File: src/sv/fk_pkg.sv
`default_nettype none
package fk_pkg;

	typedef logic signed [17:0] trig_t;
	typedef logic signed [37:0] q32_t;

	typedef struct packed {
		q32_t h00;
		q32_t h10;
		q32_t h20;
		q32_t h01;
		q32_t h11;
		q32_t h21;
		q32_t h02;
		q32_t h12;
		q32_t h22;
		q32_t sfst;
	} pose_t;

	localparam logic [1:0] REG_DEGREE_MODE = 2'd0;
	localparam logic [1:0] REG_RCM_OFFSET  = 2'd1;
	localparam logic [1:0] REG_BASE_HEIGHT = 2'd2;
	localparam logic [1:0] REG_TOOL_OFFSET = 2'd3;

	localparam logic [14:0] RCM_RESET  = 15'd2212;
	localparam logic [15:0] BASE_RESET = 16'd4997;

	localparam logic signed [33:0] CORDIC_GAIN = 34'sd652032874;
	localparam logic signed [40:0] RAD_TO_TURN = 41'sd166886;
	localparam logic signed [40:0] DEG_TO_TURN = 41'sd23860929;
	localparam logic [31:0] QUARTER_TURN = 32'h4000_0000;
	localparam logic [31:0] HALF_TURN    = 32'h8000_0000;

	localparam logic [29:0] ATAN_TURNS [24] = '{
		30'd536870912, 30'd316933406, 30'd167458907, 30'd85004756, 30'd42667331,
		30'd21354465, 30'd10679838, 30'd5340245, 30'd2670163, 30'd1335087,
		30'd667544, 30'd333772, 30'd166886, 30'd83443, 30'd41722, 30'd20861,
		30'd10430, 30'd5215, 30'd2608, 30'd1304, 30'd652, 30'd326, 30'd163, 30'd81
	};

endpackage
`default_nettype wire

File: src/sv/fk_sincos.sv
`default_nettype none
module fk_sincos #(
	parameter int STAGES = 16
) (
	input  wire logic           clk,
	input  wire logic           arst_n,
	input  wire logic           en,
	input  wire logic           in_valid,
	input  wire logic [31:0]    phase,
	output logic                out_valid,
	output fk_pkg::trig_t       sin_q,
	output fk_pkg::trig_t       cos_q
);

	logic signed [33:0] x_s [0:STAGES];
	logic signed [33:0] y_s [0:STAGES];
	logic signed [33:0] z_s [0:STAGES];
	logic               flip_s [0:STAGES];
	logic               v_s [0:STAGES];
	logic               v_q;

	logic        flip;
	logic [31:0] ph_f;
	assign flip = phase[31] ^ phase[30];
	assign ph_f = flip ? phase + fk_pkg::HALF_TURN : phase;

	always_ff @(posedge clk or negedge arst_n) begin
		if (!arst_n) begin
			v_s[0] <= 1'b0;
		end else if (en) begin
			v_s[0] <= in_valid;
		end
	end

	always_ff @(posedge clk) begin
		if (en) begin
			x_s[0]    <= fk_pkg::CORDIC_GAIN;
			y_s[0]    <= '0;
			z_s[0]    <= 34'($signed(ph_f));
			flip_s[0] <= flip;
		end
	end

	for (genvar i = 0; i < STAGES; i++) begin : g_iter
		logic signed [33:0] dx, dy, at;
		assign dx = y_s[i] >>> i;
		assign dy = x_s[i] >>> i;
		assign at = 34'($signed({1'b0, fk_pkg::ATAN_TURNS[i]}));

		always_ff @(posedge clk or negedge arst_n) begin
			if (!arst_n) begin
				v_s[i+1] <= 1'b0;
			end else if (en) begin
				v_s[i+1] <= v_s[i];
			end
		end

		always_ff @(posedge clk) begin
			if (en) begin
				flip_s[i+1] <= flip_s[i];
				if (!z_s[i][33]) begin
					x_s[i+1] <= x_s[i] - dx;
					y_s[i+1] <= y_s[i] + dy;
					z_s[i+1] <= z_s[i] - at;
				end else begin
					x_s[i+1] <= x_s[i] + dx;
					y_s[i+1] <= y_s[i] - dy;
					z_s[i+1] <= z_s[i] + at;
				end
			end
		end
	end

	logic signed [33:0] xn, yn, xr, yr;
	assign xn = flip_s[STAGES] ? -x_s[STAGES] : x_s[STAGES];
	assign yn = flip_s[STAGES] ? -y_s[STAGES] : y_s[STAGES];
	assign xr = (xn + 34'sd8192) >>> 14;
	assign yr = (yn + 34'sd8192) >>> 14;

	always_ff @(posedge clk or negedge arst_n) begin
		if (!arst_n) begin
			v_q <= 1'b0;
		end else if (en) begin
			v_q <= v_s[STAGES];
		end
	end

	always_ff @(posedge clk) begin
		if (en) begin
			cos_q <= xr[17:0];
			sin_q <= yr[17:0];
		end
	end

	assign out_valid = v_q;

endmodule
`default_nettype wire

File: config.mk
export PLATFORM = sky130hd
export DESIGN_NAME = fk_sincos
export DESIGN_NICKNAME = d
export VERILOG_FILES = /design/src/sv/fk_pkg.sv /design/src/sv/fk_sincos.sv
export SDC_FILE = /design/constraint.sdc
export NUM_CORES = 2
export LEC_CHECK = 0
export BUFFER_PORTS_ARGS = -buffer_cell sky130_fd_sc_hd__buf_2
export CAP_MARGIN = 10
export CORE_ASPECT_RATIO = 1.4
export CORE_MARGIN = 2
export CORE_UTILIZATION = 35
export CTS_CLUSTER_SIZE = 16
export DETAILED_ROUTE_END_ITERATION = 6
export HOLD_SLACK_MARGIN = 0.02
export PLACE_DENSITY = 0.57
export SETUP_SLACK_MARGIN = 0.4
export SKIP_CTS_REPAIR_TIMING = 1
export SYNTH_ARGS = -nofsm -noshare
export SYNTH_HDL_FRONTEND = slang
export SYNTH_SLANG_ARGS = --single-unit
File: constraint.sdc
create_clock -name clk -period 10.31 [get_ports clk]
set_input_delay 0.5155 -clock clk [delete_from_list [all_inputs] [get_ports clk]]
set_output_delay 0.5155 -clock clk [all_outputs]
set_load 0.01 [all_outputs]
After elaboration in Yosys (flattened, before gate mapping)
Memories as Yosys holds them, arrays and structs flattened. Cells that the tools add are included.

Memories: 4. RAM bits: 1751. Register bits after elaboration: 54. Input port bits: 36. Word-level logic and storage cells: 322. Output and inout bits: 37.

Mux-type cells: 149. Bitwise gates (word level): 49. $add $sub $neg: 100.

Memories: x_s (words 17, bits a word 34, rd ports 17, clocked after memory_dff 0, wr ports 17, RTL line fk_sincos.sv:15) `logic signed [33:0] x_s [0:STAGES];`; y_s (words 17, bits a word 34, rd ports 17, clocked after memory_dff 0, wr ports 17, RTL line fk_sincos.sv:16) `logic signed [33:0] y_s [0:STAGES];`; z_s (words 17, bits a word 34, rd ports 16, clocked after memory_dff 0, wr ports 17, RTL line fk_sincos.sv:17) `logic signed [33:0] z_s [0:STAGES];`; flip_s (words 17, bits a word 1, rd ports 17, clocked after memory_dff 0, wr ports 17, RTL line fk_sincos.sv:18) `logic flip_s [0:STAGES];`.

Operators with widths (count): two-way mux 34 bit (48); two-way mux 1 bit (98); two-way mux 32 bit (3); adder 34 x 19 -> 34 bit (2); adder 34 x 20 -> 34 bit (2); adder 34 x 21 -> 34 bit (2); adder 34 x 22 -> 34 bit (2); adder 34 x 23 -> 34 bit (2); adder 34 x 24 -> 34 bit (2); adder 34 x 25 -> 34 bit (2); adder 34 x 26 -> 34 bit (2); adder 34 x 27 -> 34 bit (2); adder 34 x 28 -> 34 bit (2); adder 34 x 29 -> 34 bit (2); adder 34 x 30 -> 34 bit (2); adder 34 x 31 -> 34 bit (2); adder 34 x 32 -> 34 bit (2); adder 34 x 33 -> 34 bit (2); subtractor 34 x 19 -> 34 bit (2); subtractor 34 x 20 -> 34 bit (2); subtractor 34 x 21 -> 34 bit (2); subtractor 34 x 22 -> 34 bit (2); subtractor 34 x 23 -> 34 bit (2); subtractor 34 x 24 -> 34 bit (2); 48 further kinds (107).

Logic depth before layout (Yosys ltp)
An unclocked memory read counts as a cell.

Depth after elaboration: 5. Mapped depth: 22.

Least setup slack after synthesis
No wires, ideal clock.

Path type: input-to-reg. Start: input en. End: memory x_s[13][32] (data pin). Setup time: 0.257 ns. Cell stages on the path: 18. Arrival time: 4.885 ns. Data required time: 10.053 ns. Buffers on the path: 3. Path slack: 5.168 ns. Cells stage by stage: clkbuf_1 > clkbuf_1 > nand2_1 > clkbuf_1 > o21ai_0 > fa_1 > a21o_1 > a21oi_1 > o21ai_1 > a311oi_2 > a211oi_1 > nor2_1 > a211oi_1 > o21a_1 > nor2_1 > a2111oi_0 > or3_1 > xor2_1.

RTL lines: from (decl) (RTL line fk_sincos.sv:7) `input wire logic en,`; to (decl) (RTL line fk_sincos.sv:15).

==> metrics.txt <==
# TYPE chip_impl_metric gauge
chip_impl_metric{name="timing.slew.headroom",unit="%"} 18.79
chip_impl_metric{name="clock_tree.htree_level_count",unit=""} 4
chip_impl_info{name="ys.flop_type",value="sky130_fd_sc_hd__edfxtp_1"} 1
chip_impl_metric{name="seqCellArea",unit="um2"} 47060
chip_impl_metric{name="detailedRoute.firstIterationViolations",unit=""} 4100
chip_impl_metric{name="core_occupancy_in_the_finished_layout",unit="%"} 38.68
chip_impl_metric{name="number_of_i_o_pins",unit=""} 73
chip_impl_metric{name="overall_routing_resource_usage",unit="%"} 17.35
chip_impl_metric{name="post_synth_instance_area",unit="um2"} 127000
chip_impl_metric{name="cts.sink_count",unit=""} 1570
chip_impl_metric{name="multiInputGateArea",unit="um2"} 77390
chip_impl_metric{name="mappedNetlistNets",unit=""} 14350
chip_impl_metric{name="antenna_left",unit=""} 0
chip_impl_metric{name="area_added_between_synthesis_and_finish",unit="%"} 10.03
chip_impl_metric{name="postRouteWirelength",unit="um"} 327900
chip_impl_info{name="reg2reg_to",value="y_s[10][33]$_DFFE_PP_"} 1
chip_impl_metric{name="slowest_delay",unit="ps"} 990
chip_impl_metric{name="path_clk_slew",unit="ps"} 60
chip_impl_metric{name="number_of_global_route_vias_before_repair",unit=""} 95410
chip_impl_metric{name="cap_violations",unit=""} 0
chip_impl_metric{name="cp_max_fo",unit=""} 5
chip_impl_metric{name="post_drt_via_cell_ratio",unit=""} 5.259
chip_impl_info{name="mostFrequentLayoutCell",value="sky130_fd_sc_hd__edfxtp_1"} 1
chip_impl_metric{name="drc",unit=""} 0
chip_impl_metric{name="total_of_buffers_placed_on_input_and_output_ports",unit=""} 72
chip_impl_metric{name="gpl.final_weighted_congestion",unit=""} 0.9731
chip_impl_metric{name="final_hold_viol_count",unit=""} 0
chip_impl_metric{name="final-instance-count-excl-fill",unit=""} 17950
chip_impl_metric{name="grt_first_pass_wirelength",unit="um"} 510300
chip_impl_info{name="yosys.area.top_type",value="sky130_fd_sc_hd__edfxtp_1"} 1
chip_impl_metric{name="placedCellCount",unit=""} 17570
chip_impl_metric{name="firstDrtPassIters",unit=""} 5
chip_impl_metric{name="critPathRequiredTime",unit="ps"} 10920
chip_impl_info{name="mostFrequentLayoutCells",value="sky130_fd_sc_hd__edfxtp_1 (1552), sky130_fd_sc_hd__ha_1 (1393), sky130_fd_sc_hd__a21oi_1 (1328)"} 1
chip_impl_metric{name="postSynthAreaPerCell",unit="um2"} 9.861
chip_impl_metric{name="syn-instance-count",unit=""} 12880
chip_impl_metric{name="unique_cell_type_count_in_the_yosys_netlist",unit=""} 119
chip_impl_metric{name="core_region_area",unit="um2"} 361200
chip_impl_metric{name="cts_inserted_buffers",unit=""} 186
chip_impl_metric{name="final_max_slew_viol_count",unit=""} 0
chip_impl_info{name="min_path_type",value="input pin to asynchronous set/reset pin"} 1
chip_impl_metric{name="yosysTopAreaCellShare",unit="%"} 36.70
chip_impl_metric{name="grt_start_max_net_pins",unit=""} 141
chip_impl_metric{name="async_reset_ff_share",unit="%"} 1.146
chip_impl_metric{name="final.fill_count",unit=""} 35870
chip_impl_info{name="synth.area.top_cells",value="sky130_fd_sc_hd__edfxtp_1 (37%), sky130_fd_sc_hd__ha_1 (14%), sky130_fd_sc_hd__xnor2_1 (8.8%), sky130_fd_sc_hd__a21oi_1 (5.2%), sky130_fd_sc_hd__xor2_1 (4.4%)"} 1
chip_impl_metric{name="detailroute.via_count",unit=""} 94380
chip_impl_info{name="grt_setup_unrepaired",value="no"} 1
chip_impl_info{name="worst_path_cell_chain",value="nor3_1, nand2_1, nor3_1, nor4bb_1, nand2_1, nor2_1, nor2_1, xnor2_1, ha_1, nand4_1, nand2b_1, inv_1, o211ai_1, a31oi_1, a311oi_1, a21oi_1, nand4_1, nand3b_1, a21oi_1, xnor2_1"} 1
chip_impl_metric{name="fin_worst_hold_slack",unit="ps"} 137.4
chip_impl_metric{name="die-width",unit="um"} 513.1
chip_impl_metric{name="design.final.nets",unit=""} 14540
chip_impl_metric{name="ff2ff_setup_slack",unit="ps"} 4410
chip_impl_metric{name="row_count",unit=""} 261
chip_impl_metric{name="fin_crit_sh",unit="%"} 57.20
chip_impl_metric{name="worst_r2r_path_depth",unit=""} 20
chip_impl_metric{name="grt_overflow_total",unit=""} 0
chip_impl_info{name="cp_slowest_cell",value="sky130_fd_sc_hd__nor4bb_1"} 1
chip_impl_metric{name="post_drt_wl_per_cell",unit="um"} 18.27
chip_impl_metric{name="design.die.area",unit="um2"} 367700
chip_impl_metric{name="tightestPinTransition",unit="ps"} 1202
chip_impl_metric{name="floorplan.die.height",unit="um"} 716.7
chip_impl_info{name="setup.worst_path.end_class",value="register"} 1
chip_impl_info{name="run_status",value="completed"} 1
chip_impl_metric{name="antenna_found_initial",unit=""} 1
chip_impl_metric{name="final_period_minus_worst_setup_slack",unit="ps"} 5897
chip_impl_info{name="worst_r2r_startpoint",value="x_s[9][13]$_DFFE_PP_"} 1
chip_impl_metric{name="clk_path_buf_depth",unit=""} 4
chip_impl_metric{name="clkLatencyLatePin",unit="ps"} 930
chip_impl_metric{name="layout-drive-gt1-share",unit="%"} 5.010
chip_impl_metric{name="yosysSeqAreaShare",unit="%"} 37.06
chip_impl_info{name="worst_setup_path_category",value="register to register"} 1
chip_impl_info{name="setup.worst_path.start_class",value="register"} 1
chip_impl_metric{name="fin_tns_setup",unit="ps"} 0
chip_impl_info{name="clk_root_buffer_cell",value="sky130_fd_sc_hd__clkbuf_16"} 1
chip_impl_metric{name="initial_utilization",unit="%"} 35.16
chip_impl_metric{name="setup-violations-final",unit=""} 0
chip_impl_metric{name="synth-edff-count",unit=""} 1552
chip_impl_metric{name="place_hpwl",unit="um"} 265200
chip_impl_metric{name="crit_arrival",unit="ps"} 6510
chip_impl_metric{name="synth-warning-count",unit=""} 0
chip_impl_metric{name="ys_seq_elements",unit=""} 1570
chip_impl_metric{name="timing.clock.skew",unit="ps"} 118.9
chip_impl_info{name="clock_tree_from_tritoncts",value="done"} 1
chip_impl_metric{name="max_freq",unit="MHz"} 169.6
-- synthesized netlist by cell type (45+ instances only) --
master	count
sky130_fd_sc_hd__a31oi_1	117
sky130_fd_sc_hd__xor2_1	642
sky130_fd_sc_hd__a21oi_1	1328
sky130_fd_sc_hd__or3_1	108
sky130_fd_sc_hd__xnor2_1	1279
sky130_fd_sc_hd__mux2i_1	66
sky130_fd_sc_hd__fa_1	46
sky130_fd_sc_hd__o21ai_1	60
sky130_fd_sc_hd__ha_1	1393
sky130_fd_sc_hd__and2_1	54
sky130_fd_sc_hd__o21a_1	202
sky130_fd_sc_hd__mux2_2	45
sky130_fd_sc_hd__or2_2	47
sky130_fd_sc_hd__nand3_1	196
sky130_fd_sc_hd__nor4_1	77
sky130_fd_sc_hd__nor2_1	935
sky130_fd_sc_hd__clkbuf_1	148
sky130_fd_sc_hd__o21bai_1	177
sky130_fd_sc_hd__o21ai_0	625
sky130_fd_sc_hd__nand2_1	719
sky130_fd_sc_hd__and3_1	116
sky130_fd_sc_hd__a21o_1	707
sky130_fd_sc_hd__edfxtp_1	1552
sky130_fd_sc_hd__inv_1	491
sky130_fd_sc_hd__o31ai_1	125
sky130_fd_sc_hd__a211oi_1	94
sky130_fd_sc_hd__nand4_1	88
sky130_fd_sc_hd__nand2b_1	262
sky130_fd_sc_hd__nor2b_1	214
sky130_fd_sc_hd__nor3_1	249
sky130_fd_sc_hd__a21boi_0	48
-- flip-flops by register name, summed over array words and instances (netlist names) --
name and count:
v_s 17, out_valid 1, x_s 482, sin_q 18, flip_s 17, y_s 509
cos_q 18, z_s 508
-- critical path: cells and delay by family (launching register included) --
kind            cells  cell delay (ps)
buf+inv             1              100
compound gates      5             1290
flops               1              530
xor+xnor            2              550
simple gates       11             2850
fa+ha+maj           1              310
-- how the worst max path moves through the flow --
stage | from | slack (ps) | to | cells past startpoint
2_1_floorplan | en | 5170 | x_s[13][32]$_DFFE_PP_ | 18
4_1_cts | z_s[9][33]$_DFFE_PP_ | 4250 | y_s[10][30]$_DFFE_PP_ | 18
3_3_place_gp | en | 3720 | y_s[4][31]$_DFFE_PP_ | 19
3_5_place_dp | en | 3740 | y_s[4][30]$_DFFE_PP_ | 21
5_1_grt | x_s[9][12]$_DFFE_PP_ | 4100 | y_s[10][33]$_DFFE_PP_ | 20
6_report | x_s[9][13]$_DFFE_PP_ | 4410 | y_s[10][33]$_DFFE_PP_ | 20
-- through the flow --
| stage | setup slack, ps | instance area (um2) |
|---|---|---|
| 6_report | 4413 | 139700 |
| 5_1_grt | 4099 | 139700 |
| 4_1_cts | 4247 | 139400 |
| 3_5_place_dp | 3738 | 133200 |
| 3_3_place_gp | 3717 | 133200 |
| 2_1_floorplan | 5168 | 127000 |
-- final cells by class --
type                       count  area share (%)
timing repair buffer         180          0.9277
sequential                  1570           33.68
multi-input combinational  10620           55.39
tap                         4734           4.239
inverter                     502           1.349
clock buffer                 224           3.479
antenna                        1        0.001791
clock inverter               116          0.9349
-- routing by layer --
metal,GRT usage (%),vias up,share of wire [%]
met5,0,-,0
met4,12.42,0,8.0
met3,1.843,1010,2.4
met2,36.31,1588,57
met1,14.75,43610,33
li1,-,48170,-
-- logic make-up after synthesis --
group	synth area share, %
AO/OA/AOI/OAI	19.64
AND/OR/NAND/NOR	12.63
XOR/XNOR	13.26
flip-flops	37.06
adder cells (fa/ha/maj)	14.46
buffers and inverters	2.035
multiplexers	0.9193
Power is not shown: default switching activity piles up to over one toggle a cycle in this logic, so the estimate is an artifact.
